[src/rtl/core/fcgi_pkg.sv]
// Package for the FastCGI record deframer: record type codes, stream kinds,
// the parse phase type and the result word layout.
// No dependencies.
package fcgi_pkg;

    localparam int unsigned BYTE_W  = 8;
    localparam int unsigned KIND_W  = 2;
    localparam int unsigned REQ_W   = 16;
    localparam int unsigned LEN_W   = 16;
    localparam int unsigned PAD_W   = 8;
    localparam int unsigned HIDX_W  = 3;

    // record types carried in header byte 1
    localparam logic [BYTE_W-1:0] TYPE_END_REQUEST = 8'd3;
    localparam logic [BYTE_W-1:0] TYPE_STDOUT      = 8'd6;
    localparam logic [BYTE_W-1:0] TYPE_STDERR      = 8'd7;

    // header byte positions
    localparam logic [HIDX_W-1:0] HDR_TYPE    = 3'd1;
    localparam logic [HIDX_W-1:0] HDR_REQ_HI  = 3'd2;
    localparam logic [HIDX_W-1:0] HDR_REQ_LO  = 3'd3;
    localparam logic [HIDX_W-1:0] HDR_LEN_HI  = 3'd4;
    localparam logic [HIDX_W-1:0] HDR_LEN_LO  = 3'd5;
    localparam logic [HIDX_W-1:0] HDR_PAD     = 3'd6;
    localparam logic [HIDX_W-1:0] HDR_LAST    = 3'd7;

    // stream kind tags on the result
    localparam logic [KIND_W-1:0] KIND_STDOUT  = 2'd0;
    localparam logic [KIND_W-1:0] KIND_STDERR  = 2'd1;
    localparam logic [KIND_W-1:0] KIND_END_REQ = 2'd2;

    typedef enum logic [1:0] {
        PH_HEADER  = 2'd0,
        PH_CONTENT = 2'd1,
        PH_PADDING = 2'd2
    } t_phase;

    typedef struct packed {
        logic [BYTE_W-1:0] data_byte;
        logic [KIND_W-1:0] stream_kind;
        logic [REQ_W-1:0]  request_id;
        logic              record_last;
    } t_result;

endpackage

[src/rtl/core/fcgi_if.sv]
// Valid/ready channel interfaces for the FastCGI record deframer:
// the raw byte input channel and the tagged content output channel.
// No dependencies.
interface fcgi_in_if;
    logic       valid;
    logic       ready;
    logic [7:0] in_byte;

    modport source (output valid, output in_byte, input ready);
    modport sink   (input valid, input in_byte, output ready);
endinterface

interface fcgi_out_if;
    logic        valid;
    logic        ready;
    logic [7:0]  data_byte;
    logic [1:0]  stream_kind;
    logic [15:0] request_id;
    logic        record_last;

    modport source (output valid, output data_byte, output stream_kind,
                    output request_id, output record_last, input ready);
    modport sink   (input valid, input data_byte, input stream_kind,
                    input request_id, input record_last, output ready);
endinterface

[src/rtl/core/fcgi_skid.sv]
// Output register with one skid entry for the deframer result words.
// Depends on fcgi_pkg (t_result).
module fcgi_skid
    import fcgi_pkg::*;
(
    input  logic    i_clk,
    input  logic    i_rst_n,
    input  logic    i_valid,
    output logic    o_ready,
    input  t_result i_data,
    output logic    o_valid,
    input  logic    i_ready,
    output t_result o_data
);

    logic    r_out_valid, n_out_valid;
    logic    r_skid_valid, n_skid_valid;
    t_result r_out_data, n_out_data;
    t_result r_skid_data, n_skid_data;
    logic    accept;

    assign o_ready = !r_skid_valid;
    assign accept  = i_valid && o_ready;
    assign o_valid = r_out_valid;
    assign o_data  = r_out_data;

    always_comb begin
        n_out_valid  = r_out_valid;
        n_out_data   = r_out_data;
        n_skid_valid = r_skid_valid;
        n_skid_data  = r_skid_data;
        if (!r_out_valid || i_ready) begin
            // output slot frees up: drain skid first, else take the new word
            if (r_skid_valid) begin
                n_out_valid  = 1'b1;
                n_out_data   = r_skid_data;
                n_skid_valid = 1'b0;
            end else begin
                n_out_valid = accept;
                n_out_data  = i_data;
            end
        end else if (accept) begin
            // output stalled: park the word
            n_skid_valid = 1'b1;
            n_skid_data  = i_data;
        end
    end

    always_ff @(posedge i_clk) begin
        if (!i_rst_n) begin
            r_out_valid  <= 1'b0;
            r_skid_valid <= 1'b0;
        end else begin
            r_out_valid  <= n_out_valid;
            r_skid_valid <= n_skid_valid;
        end
    end

    always_ff @(posedge i_clk) begin
        r_out_data  <= n_out_data;
        r_skid_data <= n_skid_data;
    end

    a_skid_implies_out: assert property (@(posedge i_clk) disable iff (!i_rst_n)
        r_skid_valid |-> r_out_valid)
        else $error("skid entry held while output register empty");

    a_skid_fill_on_stall: assert property (@(posedge i_clk) disable iff (!i_rst_n)
        $rose(r_skid_valid) |-> $past(r_out_valid && !i_ready))
        else $error("skid entry filled without an output stall");

    a_skid_drain: assert property (@(posedge i_clk) disable iff (!i_rst_n)
        (r_skid_valid && i_ready) |=> (r_out_valid && !r_skid_valid))
        else $error("skid entry not moved to output register");

endmodule

[src/rtl/core/fastcgi_record_deframer.sv]
// FastCGI record deframer, top level: header parse, content tagging and
// the output register stage. Depends on fcgi_pkg, fcgi_if.sv, fcgi_skid.
//
// Feed the FastCGI response stream one byte per word on i_in. Each record
// is an 8-byte header (version, type, request id hi/lo, content length
// hi/lo, padding length, reserved), then its content, then its padding.
// Every content byte of a STDOUT, STDERR or END_REQUEST record comes out on
// o_out as one word, tagged with the stream kind (0 stdout, 1 stderr,
// 2 end-request body) and the header's request id; record_last is set on
// the record's final content byte. Header bytes, padding bytes and the
// content of any other record type produce nothing and are skipped by the
// header's lengths. The version and reserved bytes are not checked. Rate:
// one byte per clock while i_in.ready is high; each result is registered
// in the output register, or parked in the skid entry while o_out stalls.
// The parse state updates on each accepted byte; the output register and
// one skid entry keep i_in.ready high until o_out stalls with both full.
module fastcgi_record_deframer
    import fcgi_pkg::*;
(
    input  logic i_clk,
    input  logic i_rst_n,
    fcgi_in_if.sink    i_in,
    fcgi_out_if.source o_out
);

    // parse state
    t_phase             r_phase, n_phase;
    logic [HIDX_W-1:0]  r_hidx, n_hidx;
    logic [BYTE_W-1:0]  r_rec_type, n_rec_type;
    logic [REQ_W-1:0]   r_req, n_req;
    logic [LEN_W-1:0]   r_content_left, n_content_left;
    logic [PAD_W-1:0]   r_pad_left, n_pad_left;

    logic               in_accept;
    logic               buf_ready;
    logic               res_valid;
    logic               kind_ok;
    logic [KIND_W-1:0]  kind;
    logic               last_byte;
    t_result            res_data;
    t_result            out_data;

    assign i_in.ready = buf_ready;
    assign in_accept  = i_in.valid && buf_ready;
    assign last_byte  = (r_content_left <= LEN_W'(1));

    // Map the record type to a stream kind; other types pass silently.
    always_comb begin
        kind_ok = 1'b1;
        case (r_rec_type)
            TYPE_STDOUT:      kind = KIND_STDOUT;
            TYPE_STDERR:      kind = KIND_STDERR;
            TYPE_END_REQUEST: kind = KIND_END_REQ;
            default: begin
                kind    = KIND_STDOUT;
                kind_ok = 1'b0;
            end
        endcase
    end

    // Next state: advance only on an accepted byte.
    always_comb begin
        n_phase        = r_phase;
        n_hidx         = r_hidx;
        n_rec_type     = r_rec_type;
        n_req          = r_req;
        n_content_left = r_content_left;
        n_pad_left     = r_pad_left;
        if (in_accept) begin
            case (r_phase)
                PH_CONTENT: begin
                    n_content_left = r_content_left - LEN_W'(1);
                    if (last_byte) begin
                        // record content done: padding if any, else next header
                        n_content_left = '0;
                        n_phase = (r_pad_left != '0) ? PH_PADDING : PH_HEADER;
                    end
                end
                PH_PADDING: begin
                    n_pad_left = r_pad_left - PAD_W'(1);
                    if (n_pad_left == '0) begin
                        n_phase = PH_HEADER;
                    end
                end
                default: begin
                    // header byte; an unused phase code is taken as header too
                    n_phase = PH_HEADER;
                    case (r_hidx)
                        HDR_TYPE:   n_rec_type = i_in.in_byte;
                        HDR_REQ_HI: n_req = {i_in.in_byte, r_req[7:0]};
                        HDR_REQ_LO: n_req = {r_req[15:8], i_in.in_byte};
                        HDR_LEN_HI: n_content_left = {i_in.in_byte, r_content_left[7:0]};
                        HDR_LEN_LO: n_content_left = {r_content_left[15:8], i_in.in_byte};
                        HDR_PAD:    n_pad_left = i_in.in_byte;
                        default:    ;
                    endcase
                    if (r_hidx == HDR_LAST) begin
                        n_hidx = '0;
                        if (r_content_left != '0) begin
                            n_phase = PH_CONTENT;
                        end else if (r_pad_left != '0) begin
                            n_phase = PH_PADDING;
                        end else begin
                            n_phase = PH_HEADER;
                        end
                    end else begin
                        n_hidx = r_hidx + HIDX_W'(1);
                    end
                end
            endcase
        end
    end

    // Outputs: a result word for each content byte of a tagged record.
    always_comb begin
        res_valid            = in_accept && (r_phase == PH_CONTENT) && kind_ok;
        res_data.data_byte   = i_in.in_byte;
        res_data.stream_kind = kind;
        res_data.request_id  = r_req;
        res_data.record_last = last_byte;
    end

    always_ff @(posedge i_clk) begin
        if (!i_rst_n) begin
            r_phase        <= PH_HEADER;
            r_hidx         <= '0;
            r_rec_type     <= '0;
            r_req          <= '0;
            r_content_left <= '0;
            r_pad_left     <= '0;
        end else begin
            r_phase        <= n_phase;
            r_hidx         <= n_hidx;
            r_rec_type     <= n_rec_type;
            r_req          <= n_req;
            r_content_left <= n_content_left;
            r_pad_left     <= n_pad_left;
        end
    end

    // Result register with skid entry; holds words while o_out stalls.
    fcgi_skid u_skid (
        .i_clk   (i_clk),
        .i_rst_n (i_rst_n),
        .i_valid (res_valid),
        .o_ready (buf_ready),
        .i_data  (res_data),
        .o_valid (o_out.valid),
        .i_ready (o_out.ready),
        .o_data  (out_data)
    );

    assign o_out.data_byte   = out_data.data_byte;
    assign o_out.stream_kind = out_data.stream_kind;
    assign o_out.request_id  = out_data.request_id;
    assign o_out.record_last = out_data.record_last;

    a_hidx_only_in_header: assert property (@(posedge i_clk) disable iff (!i_rst_n)
        (r_hidx != '0) |-> (r_phase == PH_HEADER))
        else $error("header index left nonzero outside header phase");

    a_content_nonzero: assert property (@(posedge i_clk) disable iff (!i_rst_n)
        (r_phase == PH_CONTENT) |-> (r_content_left != '0))
        else $error("content phase with no content left");

    a_padding_nonzero: assert property (@(posedge i_clk) disable iff (!i_rst_n)
        (r_phase == PH_PADDING) |-> (r_pad_left != '0))
        else $error("padding phase with no padding left");

    a_last_ends_content: assert property (@(posedge i_clk) disable iff (!i_rst_n)
        (res_valid && last_byte) |=> (r_phase != PH_CONTENT))
        else $error("content phase kept after last content byte");

endmodule
[src/flat_wrapper.sv]
// flat-port wrapper written by rule: the top's interface ports become plain ports
module fastcgi_record_deframer_flat import fcgi_pkg::*;
  (i_clk, i_rst_n, i_in_valid, i_in_in_byte, i_in_ready, o_out_valid, o_out_data_byte, o_out_stream_kind, o_out_request_id, o_out_record_last, o_out_ready);
  fcgi_in_if i_in_i ();
  fcgi_out_if o_out_i ();
  input  logic i_clk;
  input  logic i_rst_n;
  input wire logic [$bits(i_in_i.valid)-1:0] i_in_valid;
  input wire logic [$bits(i_in_i.in_byte)-1:0] i_in_in_byte;
  output wire logic [$bits(i_in_i.ready)-1:0] i_in_ready;
  output wire logic [$bits(o_out_i.valid)-1:0] o_out_valid;
  output wire logic [$bits(o_out_i.data_byte)-1:0] o_out_data_byte;
  output wire logic [$bits(o_out_i.stream_kind)-1:0] o_out_stream_kind;
  output wire logic [$bits(o_out_i.request_id)-1:0] o_out_request_id;
  output wire logic [$bits(o_out_i.record_last)-1:0] o_out_record_last;
  input wire logic [$bits(o_out_i.ready)-1:0] o_out_ready;
  assign i_in_i.valid = i_in_valid;
  assign i_in_i.in_byte = i_in_in_byte;
  assign i_in_ready = i_in_i.ready;
  assign o_out_valid = o_out_i.valid;
  assign o_out_data_byte = o_out_i.data_byte;
  assign o_out_stream_kind = o_out_i.stream_kind;
  assign o_out_request_id = o_out_i.request_id;
  assign o_out_record_last = o_out_i.record_last;
  assign o_out_i.ready = o_out_ready;
  fastcgi_record_deframer u_core (.i_clk(i_clk), .i_rst_n(i_rst_n), .i_in(i_in_i), .o_out(o_out_i));
endmodule
[config.mk]
export PLATFORM = sky130hd
export DESIGN_NAME = fastcgi_record_deframer_flat
export DESIGN_NICKNAME = d
export VERILOG_FILES = /design/src/rtl/core/fcgi_pkg.sv /design/src/rtl/core/fcgi_if.sv /design/src/rtl/core/fcgi_skid.sv /design/src/rtl/core/fastcgi_record_deframer.sv /design/src/flat_wrapper.sv
export SDC_FILE = /design/constraint.sdc
export NUM_CORES = 1
export LEC_CHECK = 0
export ABC_AREA = 1
export ABC_CLOCK_PERIOD_IN_PS = 3800
export BUFFER_PORTS_ARGS = -buffer_cell sky130_fd_sc_hd__buf_2
export CORE_MARGIN = 2
export CORE_UTILIZATION = 30
export DETAILED_ROUTE_END_ITERATION = 7
export PLACE_DENSITY = 0.54
export SKIP_LAST_GASP = 1
export SLEW_MARGIN = 20
export SYNTH_ARGS = -nofsm -noshare
export SYNTH_HDL_FRONTEND = slang
export SYNTH_SLANG_ARGS = --single-unit
[constraint.sdc]
create_clock -name i_clk -period 3.8 [get_ports i_clk]
set_input_delay 0.95 -clock i_clk [delete_from_list [all_inputs] [get_ports i_clk]]
set_output_delay 0.95 -clock i_clk [all_outputs]
set_load 0.05 [all_outputs]
Word level (Yosys, flattened, before mapping):

Cells that the tools add are included.

* add/subtract/negate cells: 3
* $lt $le $gt $ge: 1
* $mul: 0
* bitwise operators: 7
* eq/ne operators: 16
* divide/modulo/power cells: 0
* multiplexer cells: 17
* reductions and logical operators: 25
* shifts and indexed selects: 0

Operators with widths (count)
* one-hot mux 16 bit (2 select lines): 3
* two-way mux 27 bit: 1
* equality test 8 x 3 -> 1 bit, second input constant: 2
* less-or-equal comparator 16 x 1 -> 1 bit, second input constant: 1
* two-way mux 16 bit: 1
* one-hot mux 8 bit (2 select lines): 1
* AND reduction 4 bit: 4
* nonzero test 16 bit: 1
* subtractor 16 x 1 -> 16 bit, second input constant: 1
* equality test 3 bit, second input constant: 4
* two-way mux 2 bit: 5
* AND reduction 3 bit: 3
* equality test 8 x 2 -> 1 bit, second input constant: 1
* logical NOT 8 bit: 1
* two-way mux 8 bit: 1
* != test 2 x 1 -> 1 bit, second input constant: 4
* one-hot mux 2 bit (2 select lines): 2
* nonzero test 8 bit: 1
* subtractor 8 x 1 -> 8 bit, second input constant: 1
* inverter 1 bit: 7
* equality test 3 x 2 -> 1 bit, second input constant: 2
* nonzero test 2 bit: 3
* logical AND 1 bit: 4
* AND reduction 2 bit: 2
* 10 further kinds: 13

* logic and storage cells: 87
* latch bits: 0
* memory bits (read-only): 0
* output and inout port bits: 29
* register bits after elaboration: 109
* memories: 0
* bits in writable memories: 0
* input port bits: 12

Depth between registers and ports, before layout:

Gate-level depths: netlist of the first run.

* depth after elaboration: 6
* depth in mapped cells: 11
* mapped depth without buffers: 11

Cells and area by module:

A second synthesis of the first run with hierarchy kept.

* cell total of the unflattened synthesis: 561
* area total of the unflattened synthesis: 4953.5 um^2

Modules (own cells, without submodules)
* fastcgi_record_deframer: area an instance 2896.5 um^2, cells an instance 408, sequential area each 1061.0 um^2, instances 1
* fcgi_skid: area an instance 2057.0 um^2, cells an instance 153, sequential area each 1661.6 um^2, instances 1

Worst setup path before layout of the first run:

Ideal clock, no wire load.

* path kind: input to register
* start: in o_out_ready
* end: reg u_core.u_skid.r_skid_data[0] (netlist name), enable pin
* required time: 3389 ps
* setup time: 411 ps
* stages on the path: 3
* data arrival time: 2870 ps
* setup slack: 519 ps
* buffers on the path: 0
* cells stage by stage: inv_1 -> nand2_1 -> nor2_1

* longest elaborated chain between the ends: 3

RTL lines
* start: declaration: line flat_wrapper.sv:16 `input wire logic [$bits(o_out_i.ready)-1:0] o_out_ready;`
* logical OR 1 bit: line fcgi_skid.sv:32 `if (!r_out_valid || i_ready) begin`
* inverter 1 bit (no line)
* AND reduction 2 bit (no line)
* end signal: assignment: line fcgi_skid.sv:61 `r_skid_data <= n_skid_data;`
* end: declaration: line fcgi_skid.sv:19 `t_result r_skid_data, n_skid_data;`

No other way between the ends.
A chain may end at the register's enable or synchronous reset.

Worst setup path in the final report of the first run:

* start: reg u_core.u_skid.r_skid_valid
* end: out i_in_ready

* longest elaborated chain between the ends: 1

RTL lines
* start: declaration: line fcgi_skid.sv:17 `logic r_skid_valid, n_skid_valid;`
* start signal: assignment: line fcgi_skid.sv:55 `r_skid_valid <= n_skid_valid;`
* logical NOT 1 bit: line fcgi_skid.sv:22 `assign o_ready = !r_skid_valid;`
* end: declaration: line flat_wrapper.sv:10 `output wire logic [$bits(i_in_i.ready)-1:0] i_in_ready;`

No other way between the ends.

==> results of run 1 <==
## synth_stat cells (2+ instances only)
| cell | number | share of area, % |
|---|---|---|
| a211oi_1 | 4 | 0.59 |
| a21oi_1 | 70 | 6.9 |
| a21oi_2 | 4 | 0.69 |
| a221oi_1 | 3 | 0.52 |
| buf_6 | 3 | 0.67 |
| clkbuf_1 | 10 | 0.74 |
| clkbuf_2 | 2 | 0.20 |
| clkinv_2 | 2 | 0.20 |
| dfxtp_1 | 55 | 22 |
| edfxtp_1 | 54 | 32 |
| ha_1 | 13 | 3.2 |
| inv_1 | 42 | 3.1 |
| inv_2 | 3 | 0.22 |
| nand2_1 | 122 | 9.0 |
| nand2_2 | 3 | 0.37 |
| nand3_1 | 21 | 2.1 |
| nand3_2 | 2 | 0.40 |
| nand3_4 | 2 | 0.69 |
| nor2_1 | 45 | 3.3 |
| nor2_2 | 5 | 0.62 |
| nor2_4 | 2 | 0.44 |
| nor2_8 | 3 | 1.2 |
| nor3_1 | 4 | 0.40 |
| nor4_1 | 3 | 0.37 |
| o21ai_0 | 51 | 5.0 |
| o21ai_1 | 4 | 0.40 |
| o21ai_2 | 4 | 0.69 |
| xor2_1 | 6 | 1.0 |
## stage by stage
step | cell area (sq um) | worst slack, ps | hold WS [ps] | utilization, % | total power [mW]
2_1_floorplan | 5060 | 519 | 425 | - | 1.96
3_3_place_gp | 5470 | 1380 | 444 | 33.1 | 2.11
5_1_grt | 5760 | 1050 | 482 | 34.9 | 3.18
6_report | 5760 | 1160 | 469 | 34.9 | 3.00
3_5_place_dp | 5470 | 1350 | 447 | 33.1 | 2.12
4_1_cts | 5760 | 1140 | 469 | 34.9 | 3.03
## cell type report
cell class | instances | share of cell area, %
clock buffers | 11 | 4.21
clock inverters | 5 | 0.739
inverters | 50 | 3.61
multi-input cells | 381 | 35.3
flip-flops and latches | 109 | 47.3
well taps | 220 | 4.78
repair buffers | 45 | 4.13
## per-layer routing
metal	global-route usage, %	vias to the layer above
li1	-	1967
met3	3.59	13
met4	3.96	0
met1	17.9	1761
met2	21.9	78
met5	0	-
## flip-flops by register name (all words and copies together) (netlist names)
signal	count
u_core.r_content_left	16
u_core.r_rec_type	8
u_core.r_hidx	3
u_core.u_skid.r_skid_valid	1
u_core.u_skid.o_data	27
u_core.u_skid.r_skid_data	27
u_core.r_req	16
u_core.r_pad_left	8
u_core.u_skid.o_valid	1
u_core.r_phase	2
## cell families (layout without fill, tap and decap cells)
family | after synthesis | after routing | share of synthesized area (%)
AND/OR/NAND/NOR | 219 | 219 | 20.5
flip-flops | 109 | 109 | 53.8
buffers and inverters | 67 | 111 | 6.20
adder cells (fa/ha/maj) | 13 | 13 | 3.21
XOR/XNOR | 7 | 7 | 1.21
AO/OA/AOI/OAI | 142 | 142 | 15.1
## where the power goes
group / total, mW / internal (mW) / switching [mW]
clock network: 0.903 / 0.470 / 0.433
registers: 1.37 / 1.31 / 0.0600
logic: 0.726 / 0.232 / 0.495
## worst min path at each step
stage                               endpoint  slack (ps)  depth (start not counted)
6_report       u_core.u_skid.r_skid_data[16]         470                          0
5_1_grt         u_core.u_skid.r_skid_data[5]         480                          0
4_1_cts         u_core.u_skid.r_skid_data[5]         470                          0
3_5_place_dp    u_core.u_skid.r_skid_data[4]         450                          0
2_1_floorplan  u_core.u_skid.r_skid_data[10]         430                          0
3_3_place_gp    u_core.u_skid.r_skid_data[1]         440                          0
## critical path, cell delays in order, from the launching register on
cell and delay (ps):
dfxtp_1 440, buf_4 350, inv_1 70, buf_4 220
buf_2 240
==> out/results.md, run 1 <==
| Metric | Value | Unit |
| --- | --- | --- |
| Endpoint kind of the worst setup timing path | output port | - |
| Headroom to the max-slew limit | 68.4 | % |
| Uppermost layer routed | met4 | - |
| Hold path startpoint | u_core.r_req[15] | - |
| Clock buffer count from CTS | 9 | - |
| Footprint of the flip-flops and latches | 2720 | sq um |
| Reg-to-reg critical path startpoint | u_core.r_phase[0] | - |
| Layout Cells excl Fill | 821 | - |
| Worst setup path endpoint | i_in_ready | - |
| Number of flops mapped to enable cells by yosys | 54 | - |
| Fraction of the cycle the final worst path needs | 69.5 | % |
| Router iterations before antenna repair | 4 | - |
| Flop and latch count out of synthesis | 109 | - |
| Count of pins over their slew limit | 0 | - |
| Clock tree root driver cell | clkbuf_16 | - |
| Multi-input combinational cell area | 2030 | sq um |
| Number of filler cells placed in the layout | 1713 | - |
| Via count | 3819 | - |
| Count of unique library cells instantiated by Yosys | 43 | - |
| Time the final worst path needs with I/O delays and setup | 2640 | ps |
| Relative area change from synthesis to final layout | 13.7 | % |
| Via/cell ratio | 4.65 | - |
| Pin slew with the least headroom to its limit | 470 | ps |
| Portion of the post-synthesis area used by sequential elements | 53.8 | % |
| Average wire per standard cell | 13.9 | um |
| H-Tree Depth | 3 | - |
| CTS tree | built | - |
| Critical path launch point type | flop | - |
| Startpoint of the most critical setup path | u_core.u_skid.r_skid_valid | - |
| Amount of wire on met2 after detailed routing | 5130 | um |
| Routed length on met1 | 5560 | um |
| Syn_nets | 582 | - |
| Final-layout setup total negative slack | 0 | ps |
| First-pass GRT wire length | 19000 | um |
| Initial cell density of the core | 30.7 | % |
| Clock Tree Buf Depth | 2 | - |
| Type of the most critical hold path | flop to flop | - |
| Synth warnings | 0 | - |
| Die Ht | 134 | um |
| Diodes inserted | 0 | - |
| Via count of the first global-routing pass | 3735 | - |
| Maximum number of pins on one net before global-route repair | 36 | - |
| Leakage | 2.43 | nW |
| Max-Cap Viols | 0 | - |
| Total track usage | 13.5 | % |
| Aggregate global routing overflow | 0 | - |
| IR Drop Worst-Case VDD | 236 | uV |
| Number of buffers inserted by hold repair at cts | 0 | - |
| Data arrival, critical path | 1690 | ps |
| Data required time at the worst endpoint | 2850 | ps |
| Post-synthesis instance area | 5060 | sq um |
| Wirelength, routed | 11400 | um |
| Crit-path max FO | 35 | - |
| Share of cells above drive strength 1 | 16.5 | % |
| Cells after DPL | 805 | - |
| Row cnt | 47 | - |
| R2r worst-path depth | 8 | - |
| Number of standard cells after synthesis | 557 | - |
| Antenna violations before repair | 0 | - |
| Final Hold Violating Endpoints | 0 | - |
| Post_cts resized | 0 | - |
| Final setup fails | 0 | - |
| Clock Skew | 7.65 | ps |
| Async set or reset register ratio after synthesis | 0 | % |
| Category of the critical setup timing path | flop to output port | - |
| Max Fclk | 379 | MHz |
| Count of nets left with antenna violations after detail routing | 0 | - |
| DRC Markers | 0 | - |
| Number of DRC violations after detailed-routing iteration 0 | 174 | - |
| Routed length on met3 | 555 | um |
| Number of sinks driven by the clock tree | 109 | - |
| Count of pins on the block boundary | 41 | - |
| Run status | completed | - |
| Final GP Congestion | 0.857 | - |
| Area of the die | 17900 | sq um |
| Power density over the cells | 521 | nW/um^2 |
| Count of input and output buffers | 40 | - |
| Number of setup buffers added after CTS | 0 | - |
| Clock Latency Late Sink | 350 | ps |
| Die Width | 134 | um |
| Area of the core region | 16500 | sq um |
| Most frequent cells in the layout | 122 x nand2_1, 70 x a21oi_1, 55 x dfxtp_1 | - |
| Avg Synthesized Cell Area | 9.09 | sq um |
| Most used flip-flop cell after synthesis | dfxtp_1 | - |
| Slack of the worst reg-to-reg path | 1810 | ps |
| Count of nets after finishing | 621 | - |
| Worst-path clk slew | 70 | ps |
| Post-detail-place hpwl | 8030 | um |
| Most frequent standard cell in the layout excluding fill and tap cells | nand2_1 | - |
| R2R Path End | u_core.r_pad_left[0] | - |
| Unrepaired setup endpoints after global routing | no | - |
(Power assumes the default switching activity.)
==> run 2, diff against run 1 <==
--- a/config.mk
+++ b/config.mk
@@ -6,7 +6,7 @@
 export NUM_CORES = 1
 export LEC_CHECK = 0
 export ABC_AREA = 1
-export ABC_CLOCK_PERIOD_IN_PS = 3800
+export ABC_CLOCK_PERIOD_IN_PS = 2730
 export BUFFER_PORTS_ARGS = -buffer_cell sky130_fd_sc_hd__buf_2
 export CORE_MARGIN = 2
 export CORE_UTILIZATION = 30
==> constraint.sdc (replaced) <==
create_clock -name i_clk -period 2.73 [get_ports i_clk]
set_input_delay 0.6825 -clock i_clk [delete_from_list [all_inputs] [get_ports i_clk]]
set_output_delay 0.6825 -clock i_clk [all_outputs]
set_load 0.05 [all_outputs]
==> out/results.md, run 2 (same netlist as run 1, synthesis figures left out) <==
| Metric | Value | Unit |
| --- | --- | --- |
| Run status | completed | - |
| Clock Tree Buf Depth | 2 | - |
| Fraction of the cycle the final worst path needs | 75.2 | % |
| Average wire per standard cell | 14.0 | um |
| R2r worst-path depth | 8 | - |
| Critical path's largest stage delay | 660 | ps |
| Data required time at the worst endpoint | 2050 | ps |
| Crit-path max FO | 8 | - |
| Final Util | 34.9 | % |
| Leakage | 2.44 | nW |
| Count of nets left with antenna violations after detail routing | 0 | - |
| Cells after DPL | 807 | - |
| Category of the critical setup timing path | flop to output port | - |
| Layout Cells excl Fill | 823 | - |
| PnR Total Power | 4.16 | mW |
| Relative area change from synthesis to final layout | 13.8 | % |
| IR Drop Worst-Case VDD | 432 | uV |
| Post-Place Worst Slack | 491 | ps |
| R2R Path End | u_core.r_pad_left[0] | - |
| Number of DRC violations after detailed-routing iteration 0 | 240 | - |
| Cell at the slowest stage of the critical path | dfxtp_1 | - |
| Die Width | 134 | um |
| Initial cell density of the core | 30.7 | % |
| Data arrival, critical path | 1370 | ps |
| Post_cts resized | 0 | - |
| Time the final worst path needs with I/O delays and setup | 2050 | ps |
| Via/cell ratio | 4.67 | - |
| Area of the core region | 16500 | sq um |
| DRC Markers | 0 | - |
| Max-Cap Viols | 0 | - |
| Hold path startpoint | u_core.r_req[3] | - |
| Via count of the first global-routing pass | 3709 | - |
| Worst-case setup margin in the final layout | 677 | ps |
| Headroom to the max-slew limit | 64.3 | % |
| Critical path launch point type | flop | - |
| Count of nets after finishing | 623 | - |
| Clock Latency Late Sink | 360 | ps |
| Reg-to-reg critical path startpoint | u_core.r_phase[0] | - |
| First-pass GRT wire length | 19000 | um |
| Hold Crit Endpoint | u_core.u_skid.r_skid_data[4] | - |
| Number of buffers inserted by hold repair at cts | 0 | - |
| Area of the die | 17900 | sq um |
| H-Tree Depth | 3 | - |
| Most frequent standard cell in the layout excluding fill and tap cells | nand2_1 | - |
| Final cell area excluding filler cells | 5770 | sq um |
| Total track usage | 13.7 | % |
| Wirelength, routed | 11500 | um |
| Worst hold margin | 471 | ps |
| Final setup fails | 0 | - |
| Count of pins over their slew limit | 0 | - |
| Antenna violations before repair | 0 | - |
| Via count | 3847 | - |
| Unrepaired setup endpoints after global routing | no | - |
| Number of sinks driven by the clock tree | 109 | - |
| Clock Skew | 10.5 | ps |
| Number of setup buffers added after CTS | 0 | - |
| Worst-path clk slew | 70 | ps |
| Final-layout setup total negative slack | 0 | ps |
| Clock buffer count from CTS | 9 | - |
| Router iterations before antenna repair | 4 | - |
| Maximum number of pins on one net before global-route repair | 30 | - |
| Pin slew with the least headroom to its limit | 534 | ps |
| Cells on Worst Hold Path | 0 | - |
| Count of input and output buffers | 40 | - |
| Endpoint kind of the worst setup timing path | output port | - |
| Max Fclk | 487 | MHz |
| Die Ht | 134 | um |
| Clock tree root driver cell | clkbuf_16 | - |
| Type of the most critical hold path | flop to flop | - |
| Diodes inserted | 0 | - |
| CTS tree | built | - |
| Final Hold Violating Endpoints | 0 | - |
| Share of cells above drive strength 1 | 16.7 | % |
| Final GP Congestion | 0.845 | - |
| Aggregate global routing overflow | 0 | - |
| Row cnt | 47 | - |
| Sequence of cells on the critical path | inv_1, buf_2 | - |
| Cell area after placement | 5490 | sq um |
| Most frequent cells in the layout | 122 x nand2_1, 70 x a21oi_1, 55 x dfxtp_1 | - |
| Power density over the cells | 721 | nW/um^2 |
| Slack of the worst reg-to-reg path | 740 | ps |
| Post-detail-place hpwl | 8270 | um |
| Count of pins on the block boundary | 41 | - |
[run 2: worst max path at each step]
stage | from | to | slack, ps | cells past startpoint
floorplan | u_core.u_skid.o_valid | u_core.u_skid.r_skid_data[0] | 100 | 2
detailed placement | i_in_valid | u_core.u_skid.r_skid_data[5] | 490 | 8
global route | u_core.u_skid.r_skid_valid | i_in_ready | 570 | 2
CTS | u_core.u_skid.r_skid_valid | i_in_ready | 630 | 2
global placement | i_in_valid | u_core.u_skid.r_skid_data[6] | 520 | 8
finish | u_core.u_skid.r_skid_valid | i_in_ready | 680 | 2
[run 2: report_power, final]
| group | total (mW) | internal, mW | switching, mW |
|---|---|---|---|
| registers | 1.91 | 1.83 | 0.0809 |
| logic | 1.02 | 0.323 | 0.693 |
| clock network | 1.23 | 0.635 | 0.597 |
| total | 4.16 | 2.78 | 1.37 |
[run 2: metal layers]
layer	wire length [um]	share of wire [%]	vias to the layer above	track usage (%)
met4	167	1.4	0	3.84
met3	600	5.2	7	4.42
met5	0	0	-	0
met2	5090	44	83	21.2
met1	5680	49	1791	18.4
li1	-	-	1966	-
[run 2: cell type report]
cell class	count	area, sq um
repair buffers	47	253
well taps	220	275
inverters	50	208
clock inverters	5	42.5
fillers	1697	10800
clock buffers	11	234
flip-flops and latches	109	2720
multi-input cells	381	2030
[run 2: worst max-delay path: cells and delay by family, from the launching register on]
family | cells | cell delay, ps
flip-flops | 1 | 660
buffers and inverters | 2 | 360
==> run 3, diff against run 2 <==
--- a/config.mk
+++ b/config.mk
@@ -5,8 +5,8 @@
 export SDC_FILE = /design/constraint.sdc
 export NUM_CORES = 1
 export LEC_CHECK = 0
-export ABC_AREA = 1
-export ABC_CLOCK_PERIOD_IN_PS = 2730
+export ABC_AREA = 0
+export ABC_CLOCK_PERIOD_IN_PS = 2000
 export BUFFER_PORTS_ARGS = -buffer_cell sky130_fd_sc_hd__buf_2
 export CORE_MARGIN = 2
 export CORE_UTILIZATION = 30
==> constraint.sdc (replaced) <==
create_clock -name i_clk -period 2 [get_ports i_clk]
set_input_delay 0.5 -clock i_clk [delete_from_list [all_inputs] [get_ports i_clk]]
set_output_delay 0.5 -clock i_clk [all_outputs]
set_load 0.05 [all_outputs]
==> out/results.md, run 3 <==
| Metric | Value | Unit |
| --- | --- | --- |
| Average wire per standard cell | 16.5 | um |
| First-pass GRT wire length | 19700 | um |
| Crit-path max FO | 3 | - |
| Data arrival, critical path | 2220 | ps |
| Headroom to the max-slew limit | 69.0 | % |
| Count of nets after finishing | 541 | - |
| Worst hold margin | 460 | ps |
| Via/cell ratio | 5.01 | - |
| Die Width | 134 | um |
| Final Hold Violating Endpoints | 0 | - |
| H-Tree Depth | 3 | - |
| Max-Cap Viols | 0 | - |
| Count leader, synth | dfxtp_1 | - |
| Avg Synthesized Cell Area | 11.1 | sq um |
| Async set or reset register ratio after synthesis | 0 | % |
| Count of unique library cells instantiated by Yosys | 63 | - |
| Fraction of the cycle the final worst path needs | 97.2 | % |
| Leakage | 2.42 | nW |
| Critical path launch point type | flop | - |
| Time the final worst path needs with I/O delays and setup | 1940 | ps |
| Most used flip-flop cell after synthesis | dfxtp_1 | - |
| Antenna violations before repair | 0 | - |
| Most frequent cells in the layout | 54 x edfxtp_1, 51 x dfxtp_1, 49 x nor2_1 | - |
| Pin slew with the least headroom to its limit | 466 | ps |
| Clock buffer count from CTS | 9 | - |
| Power density over the cells | 753 | nW/um^2 |
| Share of cells above drive strength 1 | 29.2 | % |
| Via count of the first global-routing pass | 3668 | - |
| Endpoint kind of the worst setup timing path | flop | - |
| Unrepaired setup endpoints after global routing | yes | - |
| Row cnt | 47 | - |
| CTS tree | built | - |
| Number of buffers inserted by hold repair at cts | 0 | - |
| Worst-path clk slew | 70 | ps |
| Initial cell density of the core | 30.5 | % |
| Clock tree root driver cell | clkbuf_16 | - |
| Leading cell types by total area after synthesis | edfxtp_1 32%, dfxtp_1 22%, mux2_2 5.1% | - |
| Count of pins over their slew limit | 0 | - |
| Share of the synthesized area in the top cell type | 32.2 | % |
| Relative area change from synthesis to final layout | 21.3 | % |
| Portion of the post-synthesis area used by sequential elements | 54.0 | % |
| Clock Tree Buf Depth | 2 | - |
| Final cell area excluding filler cells | 6120 | sq um |
| Type of the most critical hold path | flop to flop | - |
| Count of pins on the block boundary | 41 | - |
| Total track usage | 14.1 | % |
| Number of DRC violations after detailed-routing iteration 0 | 174 | - |
| Post-Place Worst Slack | -64.9 | ps |
| Final GP Congestion | 0.862 | - |
| Cell area after placement | 5670 | sq um |
| Die Ht | 134 | um |
| Most used standard cells in the synthesized netlist | 55 x dfxtp_1, 54 x edfxtp_1, 50 x nor2_1, 34 x nand2_1, 25 x mux2i_1 | - |
| Area of the core region | 16500 | sq um |
| Number of sinks driven by the clock tree | 109 | - |
| Category of the critical setup timing path | flop to flop | - |
| Diodes inserted | 0 | - |
| Count of nets left with antenna violations after detail routing | 0 | - |
| Maximum number of pins on one net before global-route repair | 34 | - |
| Max Fclk | 514 | MHz |
| Syn_nets | 481 | - |
| Post-synthesis instance area | 5040 | sq um |
| Via count | 3711 | - |
| Final-layout setup total negative slack | 0 | ps |
| Worst-case setup margin in the final layout | 56.3 | ps |
| DRC Markers | 0 | - |
| IR Drop Worst-Case VDD | 412 | uV |
| Flop and latch count out of synthesis | 109 | - |
| Clock Latency Late Sink | 350 | ps |
| Aggregate global routing overflow | 0 | - |
| Wirelength, routed | 12200 | um |
| Run status | completed | - |
| Data required time at the worst endpoint | 2280 | ps |
| Post-detail-place hpwl | 8140 | um |
| Number of flops mapped to enable cells by yosys | 54 | - |
| Count of input and output buffers | 40 | - |
| Number of standard cells after synthesis | 456 | - |
| Final setup fails | 0 | - |
| Router iterations before antenna repair | 4 | - |
| Clock Skew | 8.43 | ps |
| Area of the die | 17900 | sq um |
| Final Util | 37.0 | % |
| Cell type with the highest aggregate area in the netlist | edfxtp_1 | - |
| Most frequent standard cell in the layout excluding fill and tap cells | edfxtp_1 | - |
| Synth warnings | 0 | - |
[run 3: changes by cell type after synthesis, moves of 11 or more]
cell	change
a21oi_1	-49
inv_1	-28
mux2_2	+23
mux2i_1	+25
nand2_1	-88
nand3_1	-11
o21ai_0	-31
[run 3: logic make-up (layout without fill, tap and decap cells)]
| kind of cell | after synthesis | after routing | share of synthesized area [%] |
|---|---|---|---|
| buffers and inverters | 40 | 105 | 3.40 |
| AND/OR/NAND/NOR | 149 | 149 | 15.9 |
| adder cells (fa/ha/maj) | 13 | 13 | 3.23 |
| XOR/XNOR | 1 | 1 | 0.174 |
| multiplexers | 48 | 48 | 10.1 |
| AO/OA/AOI/OAI | 96 | 96 | 13.3 |
| flip-flops | 109 | 109 | 54.0 |
[run 3: final cells by class]
| class | instances | area (sq um) |
|---|---|---|
| multi-input combinational | 307 | 2260 |
| clock buffer | 11 | 243 |
| timing repair buffer | 74 | 485 |
| fill | 1622 | 10400 |
| sequential | 109 | 2730 |
| clock inverter | 5 | 66.3 |
| inverter | 15 | 56.3 |
| tap | 220 | 275 |
[run 3: power breakdown]
| group | switching, mW | total, mW | internal [mW] |
|---|---|---|---|
| registers | 0.0254 | 2.39 | 2.37 |
| clock network | 0.820 | 1.84 | 1.02 |
| logic | 0.243 | 0.372 | 0.129 |
[run 3: final timing paths]
kind                        start                           end  slack, ps  cells after the start
min reg2reg       u_core.r_req[4]  u_core.u_skid.r_skid_data[5]        460                      0
max reg2reg  u_core.r_pad_left[0]             u_core.r_phase[1]         60                      7
max          u_core.r_pad_left[0]             u_core.r_phase[1]         60                      7
min               u_core.r_req[4]  u_core.u_skid.r_skid_data[5]        460                      0
[run 3: what timing repair did]
action                     CTS  global route
pin swaps                    4             5
resized for setup            9            15
setup endpoints to repair    4            42
setup buffers                0             5
[run 3: metrics by stage]
step / std cells / power, mW
6_report: 741 / 4.61
5_1_grt: 741 / 4.76
4_1_cts: 736 / 4.66
3_5_place_dp: 720 / 2.81
3_3_place_gp: 720 / 2.80
2_1_floorplan: 456 / 2.68
[run 3: critical path, cell delays in order (launching register included)]
cell and delay, ps:
dfxtp_2 340, inv_2 80, ha_4 130, or3b_4 400
o32ai_4 230, o2111ai_2 160, a211oi_4 310, mux2i_1 220
[run 3: metal layers]
metal  track usage [%]  part of all wire, %  up-vias
met5                 0                    0        -
met4              4.96                  2.6        0
met3              3.61                  3.9       24
met2              22.1                   44       85
met1              19.0                   49     1793
li1                  -                    -     1809
